### config.mk
export PLATFORM = sky130hd
export DESIGN_NAME = rgb_pixel_tint_shader
export DESIGN_NICKNAME = d
export VERILOG_FILES = /design/src/design/rpt_pkg.sv /design/src/design/rpt_cfg_regs.sv /design/src/design/rpt_channel.sv /design/src/design/rgb_pixel_tint_shader.sv
export SDC_FILE = /design/constraint.sdc
export NUM_CORES = 2
export LEC_CHECK = 0
export BUFFER_PORTS_ARGS = -buffer_cell sky130_fd_sc_hd__clkbuf_2
export CORE_ASPECT_RATIO = 1.75
export CORE_MARGIN = 2
export CORE_UTILIZATION = 32
export DETAILED_ROUTE_END_ITERATION = 10
export PLACE_DENSITY = 0.46
export SYNTH_ARGS = -nofsm -noshare
export SYNTH_HDL_FRONTEND = slang
export SYNTH_SLANG_ARGS = --single-unit
### constraint.sdc
create_clock -name clk -period 7 [get_ports clk]
set_input_delay 0.7 -clock clk [delete_from_list [all_inputs] [get_ports clk]]
set_output_delay 0.7 -clock clk [all_outputs]
set_load 0.005 [all_outputs]
### src/design/rpt_pkg.sv
// ----------------------------------------------------------------------------
// rpt_pkg
// Shared types and constants for the RGB pixel tint shader.
// ----------------------------------------------------------------------------
package rpt_pkg;

  localparam int unsigned SHADE_STEPS = 32;
  localparam int unsigned PIXEL_BITS  = 16;
  localparam int unsigned GAIN_FRAC   = 14;

  localparam int unsigned PIX_W   = 16;
  localparam int unsigned SHADE_W = 6;
  localparam int unsigned GAIN_W  = 16;
  localparam int unsigned SHIFT_W = 4;
  localparam int unsigned CFG_W   = 16;
  localparam int unsigned IDX_W   = 3;

  localparam int unsigned VG_W   = PIX_W + GAIN_W;
  localparam int unsigned PROD_W = VG_W + SHADE_W;
  localparam int unsigned TRIM_W = PROD_W - (GAIN_FRAC - 1);
  localparam int unsigned SUM_W  = TRIM_W + 1;

  // round to nearest: (2p + S*2^14) / (2*S*2^14) == ((p >> 13) + S) / (2*S)
  localparam int unsigned ROUND_DIV = 2 * SHADE_STEPS;

  localparam logic [PIX_W-1:0] PIX_KEEP = PIX_W'((64'd1 << PIXEL_BITS) - 64'd1);

  typedef enum logic [IDX_W-1:0] {
    REG_RED_MASK   = 3'd0,
    REG_GREEN_MASK = 3'd1,
    REG_BLUE_MASK  = 3'd2,
    REG_OFFSETS    = 3'd3,
    REG_RED_GAIN   = 3'd4,
    REG_GREEN_GAIN = 3'd5,
    REG_BLUE_GAIN  = 3'd6
  } reg_index_t;

  typedef struct packed {
    logic [PIX_W-1:0]   mask;
    logic [SHIFT_W-1:0] shift;
    logic [GAIN_W-1:0]  gain;
  } chan_cfg_t;

  typedef struct packed {
    chan_cfg_t red;
    chan_cfg_t green;
    chan_cfg_t blue;
  } shade_cfg_t;

endpackage

### src/design/rpt_cfg_regs.sv
// ----------------------------------------------------------------------------
// rpt_cfg_regs
// Configuration register file: field masks, field shifts and tint gains.
// ----------------------------------------------------------------------------
module rpt_cfg_regs (
  input  logic                      clk,
  input  logic                      rst,
  input  logic                      cfg_write,
  input  logic [rpt_pkg::IDX_W-1:0] cfg_index,
  input  logic [rpt_pkg::CFG_W-1:0] cfg_data,
  output rpt_pkg::shade_cfg_t       cfg
);
  import rpt_pkg::*;

  logic [PIX_W-1:0]     sel_red;
  logic [PIX_W-1:0]     sel_green;
  logic [PIX_W-1:0]     sel_blue;
  logic [3*SHIFT_W-1:0] offsets;
  logic [GAIN_W-1:0]    red_gain;
  logic [GAIN_W-1:0]    green_gain;
  logic [GAIN_W-1:0]    blue_gain;

  always_ff @(posedge clk) begin
    if (rst) begin
      sel_red    <= 16'hF800;
      sel_green  <= 16'h07E0;
      sel_blue   <= 16'h001F;
      offsets    <= 12'hB50;
      red_gain   <= 16'd16384;
      green_gain <= 16'd16384;
      blue_gain  <= 16'd16384;
    end else if (cfg_write) begin
      case (reg_index_t'(cfg_index))
        REG_RED_MASK:   sel_red    <= cfg_data;
        REG_GREEN_MASK: sel_green  <= cfg_data;
        REG_BLUE_MASK:  sel_blue   <= cfg_data;
        REG_OFFSETS:    offsets    <= cfg_data[3*SHIFT_W-1:0];
        REG_RED_GAIN:   red_gain   <= cfg_data;
        REG_GREEN_GAIN: green_gain <= cfg_data;
        REG_BLUE_GAIN:  blue_gain  <= cfg_data;
        default: ;
      endcase
    end
  end

  always_comb begin
    cfg.red.mask    = sel_red;
    cfg.red.shift   = offsets[3*SHIFT_W-1:2*SHIFT_W];
    cfg.red.gain    = red_gain;
    cfg.green.mask  = sel_green;
    cfg.green.shift = offsets[2*SHIFT_W-1:SHIFT_W];
    cfg.green.gain  = green_gain;
    cfg.blue.mask   = sel_blue;
    cfg.blue.shift  = offsets[SHIFT_W-1:0];
    cfg.blue.gain   = blue_gain;
  end

endmodule

### src/design/rpt_channel.sv
// ----------------------------------------------------------------------------
// rpt_channel
// One color channel: extract, scale by gain, scale by shade, round, repack.
// Four register stages; the repacked field is combinational off the last.
// ----------------------------------------------------------------------------
module rpt_channel (
  input  logic                        clk,
  input  logic [rpt_pkg::PIX_W-1:0]   pixel,
  input  logic [rpt_pkg::SHADE_W-1:0] shade,
  input  rpt_pkg::chan_cfg_t          cfg,
  output logic [rpt_pkg::PIX_W-1:0]   field
);
  import rpt_pkg::*;

  logic [PIX_W-1:0]   chan_s1;
  logic [SHADE_W-1:0] shade_s1;
  logic [VG_W-1:0]    vg_s2;
  logic [SHADE_W-1:0] shade_s2;
  logic [TRIM_W-1:0]  prod_s3;
  logic [PIX_W-1:0]   level_s4;
  logic [SUM_W-1:0]   round_sum;
  logic [PIX_W-1:0]   round_quo;

  assign round_sum = SUM_W'(prod_s3) + SUM_W'(SHADE_STEPS);
  assign round_quo = PIX_W'(round_sum / ROUND_DIV);

  always_ff @(posedge clk) begin
    chan_s1  <= (pixel & cfg.mask) >> cfg.shift;
    shade_s1 <= shade;
    vg_s2    <= VG_W'(chan_s1) * VG_W'(cfg.gain);
    shade_s2 <= shade_s1;
    prod_s3  <= TRIM_W'((PROD_W'(vg_s2) * PROD_W'(shade_s2)) >> (GAIN_FRAC - 1));
    level_s4 <= round_quo;
  end

  assign field = (level_s4 << cfg.shift) & cfg.mask;

endmodule

### src/design/rgb_pixel_tint_shader.sv
// ----------------------------------------------------------------------------
// rgb_pixel_tint_shader
// Each start travels through the channel register stages and the output register to done.
// Throughput: one item per cycle; three channel pipelines run in parallel.
// busy is high only during reset; the result cannot be stalled.
// Reset restores the register defaults and drops all items in flight.
// ----------------------------------------------------------------------------
module rgb_pixel_tint_shader (
  input  logic                        clk,
  input  logic                        rst,
  input  logic                        start,
  output logic                        busy,
  input  logic [rpt_pkg::PIX_W-1:0]   source_pixel,
  input  logic [rpt_pkg::SHADE_W-1:0] shade_level,
  output logic                        done,
  output logic [rpt_pkg::PIX_W-1:0]   lit_pixel,
  input  logic                        cfg_write,
  input  logic [rpt_pkg::IDX_W-1:0]   cfg_index,
  input  logic [rpt_pkg::CFG_W-1:0]   cfg_data
);
  import rpt_pkg::*;

  localparam int unsigned DEPTH = 4;

  shade_cfg_t       cfg;
  logic [PIX_W-1:0] pixel_in;
  logic [PIX_W-1:0] red_field;
  logic [PIX_W-1:0] green_field;
  logic [PIX_W-1:0] blue_field;
  logic [DEPTH-1:0] vld;

  assign busy     = rst;
  assign pixel_in = source_pixel & PIX_KEEP;

  rpt_cfg_regs u_cfg (
    .clk       (clk),
    .rst       (rst),
    .cfg_write (cfg_write),
    .cfg_index (cfg_index),
    .cfg_data  (cfg_data),
    .cfg       (cfg)
  );

  rpt_channel u_red (
    .clk   (clk),
    .pixel (pixel_in),
    .shade (shade_level),
    .cfg   (cfg.red),
    .field (red_field)
  );

  rpt_channel u_green (
    .clk   (clk),
    .pixel (pixel_in),
    .shade (shade_level),
    .cfg   (cfg.green),
    .field (green_field)
  );

  rpt_channel u_blue (
    .clk   (clk),
    .pixel (pixel_in),
    .shade (shade_level),
    .cfg   (cfg.blue),
    .field (blue_field)
  );

  always_ff @(posedge clk) begin
    if (rst) begin
      vld  <= '0;
      done <= 1'b0;
    end else begin
      vld  <= {vld[DEPTH-2:0], start};
      done <= vld[DEPTH-1];
    end
  end

  always_ff @(posedge clk) begin
    lit_pixel <= (red_field | green_field | blue_field) & PIX_KEEP;
  end

endmodule
==> summary.md <==
| Metric | Value |
|---|---|
| Area of all placed cells without fillers | `57760 um^2` |
| Share of layout cells above drive strength 1 | `between 5 and 6%` |
| Worst-path fanout max | `16` |
| Most common library cells after synthesis | `sky130_fd_sc_hd__nand2_1 (1265), sky130_fd_sc_hd__inv_1 (1012), sky130_fd_sc_hd__fa_1 (936)` |
| Hpwl dp | `between 100 and 150 mm` |
| Final Setup Violations | `0` |
| Most frequent cell after synthesis | `sky130_fd_sc_hd__nand2_1` |
| Core Region | `roughly 170000 um^2` |
| Startpoint of the tightest hold check path | `shade_level[1]` |
| Most instantiated flip-flop cell in the synthesis netlist | `sky130_fd_sc_hd__dfxtp_1` |
| Dpl ws | `about 0.55 ns` |
| Total DRC errors in the routed layout | `0` |
| Slack of the critical path | `around 0.54 ns` |
| Transition time at the pin with the least slew margin | `between 1 and 1.5 ns` |
| Required time of the worst setup path | `about 7.5 ns` |
| Placer congestion estimate | `0.8775` |
| P&R area growth vs syn | `8.371%` |
| DIE AREA | `around 170000 um^2` |
| Largest net degree at the start of global routing | `90` |
| Post-layout net count | `roughly 7.4k` |
| Worst EP arrival | `between 6 and 7 ns` |
| Number of flops mapped to enable cells by yosys | `0` |
| Clock edge transition at the registers on the reported setup and hold paths | `roughly 0.07 ns` |
| Final slew viol count | `0` |
| Fraction of registers with async set or reset after synthesis | `0%` |
| Number of buffers added by the clock tree synthesis step | `47` |
| Width of the chip | `312.5 um` |
| First-pass GRT wire length | `261.6 mm` |
| Post-route minimum period | `between 6 and 7 ns` |
| Number of warnings issued by yosys | `0` |
| Seq cells post-synth | `roughly 380` |
| Hold Violations, Final | `0` |
| Setup Total Neg Slack | `0 ns` |
| Chip height | `543.9 um` |
| Antenna violations before repair | `14` |
| Post-synth top area cell | `sky130_fd_sc_hd__fa_1` |
| Status | `completed` |
| Post-synthesis cell count | `just over 6k` |
| Worst slew margin relative to its limit | `a little over a fifth` |
| Wire length after detailed routing | `approximately 170 mm` |
| Critical path origin | `u_blue.chan_s1[10]$_SDFF_PP0_` |
| Worst min path class | `in -> reg` |
| Worst skew pair latency | `0.64 ns` |
| Routed WL per cell | `20.32 um` |
| Initial drt markers | `about 2k` |
| Vias | `slightly above 40k` |
| Post-CTS setup buffer count | `0` |
| Setup repair after global routing missed its margin | `false` |
| Power consumption | `0.008361 W` |
| CTS tree | `built` |
| Average cell area after synthesis | `8.735 um^2` |
| Total power per unit cell area | `roughly 140 nW/um^2` |
| Cell area after synthesis | `about 53000 um^2` |
| Endpoint class of the critical path | `register` |
| Largest voltage drop on the vdd net | `around 140 uV` |
| Type of the setup path with the least slack | `reg -> reg` |
| Number of distinct library cells after synthesis | `75` |
| Depth of the CTS H-tree | `2` |
| Via density per instance | `4.910` |
| Kind of start point of the critical path | `register` |
| Worst setup path end | `u_blue.vg_s2[31]$_DFF_P_` |
| Post-synthesis sequential area ratio | `~14%` |
| Number of max-capacitance violations reported | `0` |
| Net count after synthesis | `about 7.5k` |
| Number of global-route vias before repair | `~44k` |
| Top cells by area in the synthesized netlist | `sky130_fd_sc_hd__fa_1 (35%), sky130_fd_sc_hd__dfxtp_1 (14%), sky130_fd_sc_hd__ha_1 (9.9%), sky130_fd_sc_hd__nand2_1 (8.9%), sky130_fd_sc_hd__inv_1 (7.1%)` |
| Register-to-Register Path Depth | `20` |
| Initial cell density of the core | `32.11%` |
| Reg-to-reg startpoint | `u_blue.chan_s1[10]$_SDFF_PP0_` |
| Root cell of the clock tree | `sky130_fd_sc_hd__clkbuf_16` |
| IO Count | `63` |
| Sink count of the clock tree | `about 380` |
| Total routing resource utilization after global routing | `20.06%` |
| Max Clock Freq | `0.1548 GHz` |
| Cell Area, Placed | `approximately 56000 um^2` |
| Leftover overflow at the end of global routing | `0` |
| Final period utilization | `between 90% and 100%` |
| Leakage power figure | `27.42 nW` |
| Hold buffer count at CTS | `0` |
| Row cnt | `198` |
| RR Endpoint | `u_blue.vg_s2[31]$_DFF_P_` |
| Setup slack on the worst flop-to-flop path | `approximately 0.54 ns` |
| PostCTS Resize Cnt | `0` |
| Length of the first detailed-routing pass in iterations | `6` |
| Post-route clock skew | `0.05228 ns` |
| Buffer depth of the longest clock path | `3` |
| Count of buffers inserted at the top-level ports | `slightly above 60` |
| Remaining antenna violation count | `0` |
| Area fraction of the dominant cell type after synthesis | `a little over a third` |
worst max-delay path, stage by stage, from the launching register on:
cell	delay [ns]
sky130_fd_sc_hd__dfxtp_1	0.81
sky130_fd_sc_hd__nand2_1	0.18
sky130_fd_sc_hd__fa_1	0.53
sky130_fd_sc_hd__fa_1	0.57
sky130_fd_sc_hd__inv_1	0.08
sky130_fd_sc_hd__fa_1	0.54
sky130_fd_sc_hd__fa_1	0.43
sky130_fd_sc_hd__fa_1	0.50
sky130_fd_sc_hd__inv_1	0.05
sky130_fd_sc_hd__fa_1	0.47
sky130_fd_sc_hd__inv_1	0.04
sky130_fd_sc_hd__ha_1	0.40
sky130_fd_sc_hd__nand2_1	0.07
sky130_fd_sc_hd__o21ai_0	0.36
sky130_fd_sc_hd__nand2b_1	0.16
sky130_fd_sc_hd__nand2_1	0.09
sky130_fd_sc_hd__o41ai_2	0.38
sky130_fd_sc_hd__o22ai_1	0.20
sky130_fd_sc_hd__o2111ai_1	0.23
sky130_fd_sc_hd__a21oi_1	0.11
sky130_fd_sc_hd__xnor2_1	0.12
power by group:
part           internal, W  switching [W]
sequential         0.00247       0.000453
clock              0.00155        0.00115
combinational      0.00110        0.00164
metal layers:
layer	share of wire, %	GRT usage, %	wire, um	vias to the layer above
met4	5.1	8.991	8541	8
met3	3.2	1.917	5334	306
met5	0.028	0	48	-
met2	57	40.34	95280	719
li1	-	-	-	18730
met1	35	20.59	59240	20940
sequential cells by signal, indices dropped and copies added, names as in the netlist, 12 cells and up:
name              flops
u_cfg.sel_green      16
u_blue.prod_s3       17
u_green.level_s4     16
u_cfg.green_gain     16
u_cfg.offsets        12
u_green.vg_s2        32
u_green.prod_s3      17
lit_pixel            16
u_cfg.red_gain       16
u_blue.vg_s2         32
u_red.vg_s2          32
u_green.chan_s1      16
u_blue.chan_s1       16
u_cfg.sel_red        16
u_red.level_s4       16
u_cfg.blue_gain      16
u_red.chan_s1        16
u_red.prod_s3        17
u_cfg.sel_blue       16
u_blue.level_s4      16
cells by family (layout without fill, tap and decap cells):
kind of cell	count (synthesis)	count (layout)	synth area share (%)
AND/OR/NAND/NOR	2144	2144	18.41
adder cells (fa/ha/maj)	1356	1356	45.02
buffers and inverters	1271	1248	8.975
AO/OA/AOI/OAI	642	642	7.477
flip-flops	384	384	14.42
XOR/XNOR	187	187	3.073
multiplexers	118	118	2.627
other	0	9	0
layout by cell type (no fill, tap or decap), types with 59 or more instances in the layout:
master / instances
sky130_fd_sc_hd__dfxtp_1: 375
sky130_fd_sc_hd__a21o_1: 73
sky130_fd_sc_hd__nand3_1: 108
sky130_fd_sc_hd__inv_1: 1012
sky130_fd_sc_hd__o21ai_0: 115
sky130_fd_sc_hd__nand2_1: 1265
sky130_fd_sc_hd__buf_4: 93
sky130_fd_sc_hd__fa_1: 936
sky130_fd_sc_hd__clkbuf_2: 61
sky130_fd_sc_hd__xnor2_1: 128
sky130_fd_sc_hd__nor2_1: 137
sky130_fd_sc_hd__a21oi_1: 253
sky130_fd_sc_hd__and2_1: 419
sky130_fd_sc_hd__ha_1: 420
sky130_fd_sc_hd__mux2i_1: 78
sky130_fd_sc_hd__xor2_1: 59
per-stage QoR:
step           instances  hold WS (ns)  util (%)
6_report            8288        0.1769     34.80
5_1_grt             8280        0.1518     34.79
4_1_cts             8279        0.1206     34.79
3_5_place_dp        8197        0.3118     33.80
3_3_place_gp        8197        0.3097     33.80
2_1_floorplan       6102        0.3096         -
cell type report:
class | instances | area (um^2)
Fill cell | 17420 | 108200
Multi-Input combinational cell | 4447 | 40830
Sequential cell | 384 | 7714
Inverter | 1012 | 3799
Tap cell | 2200 | 2753
Clock buffer | 49 | 1194
Timing Repair Buffer | 154 | 1003
Clock inverter | 33 | 442.9
Antenna cell | 9 | 22.52
worst min path at each step:
| stage | slack (ns) | depth (start not counted) | end |
|---|---|---|---|
| after floorplan | 0.31 | 0 | u_blue.shade_s2[0]$_DFF_P_ |
| after global placement | 0.31 | 0 | u_blue.shade_s2[1]$_DFF_P_ |
| after detailed placement | 0.31 | 0 | u_blue.shade_s2[2]$_DFF_P_ |
| after CTS | 0.12 | 1 | u_blue.shade_s1[1]$_DFF_P_ |
| after global routing | 0.15 | 1 | u_blue.shade_s1[1]$_DFF_P_ |
| final | 0.18 | 1 | u_blue.shade_s1[1]$_DFF_P_ |
No activity file was read; power rests on OpenSTA's default activity.
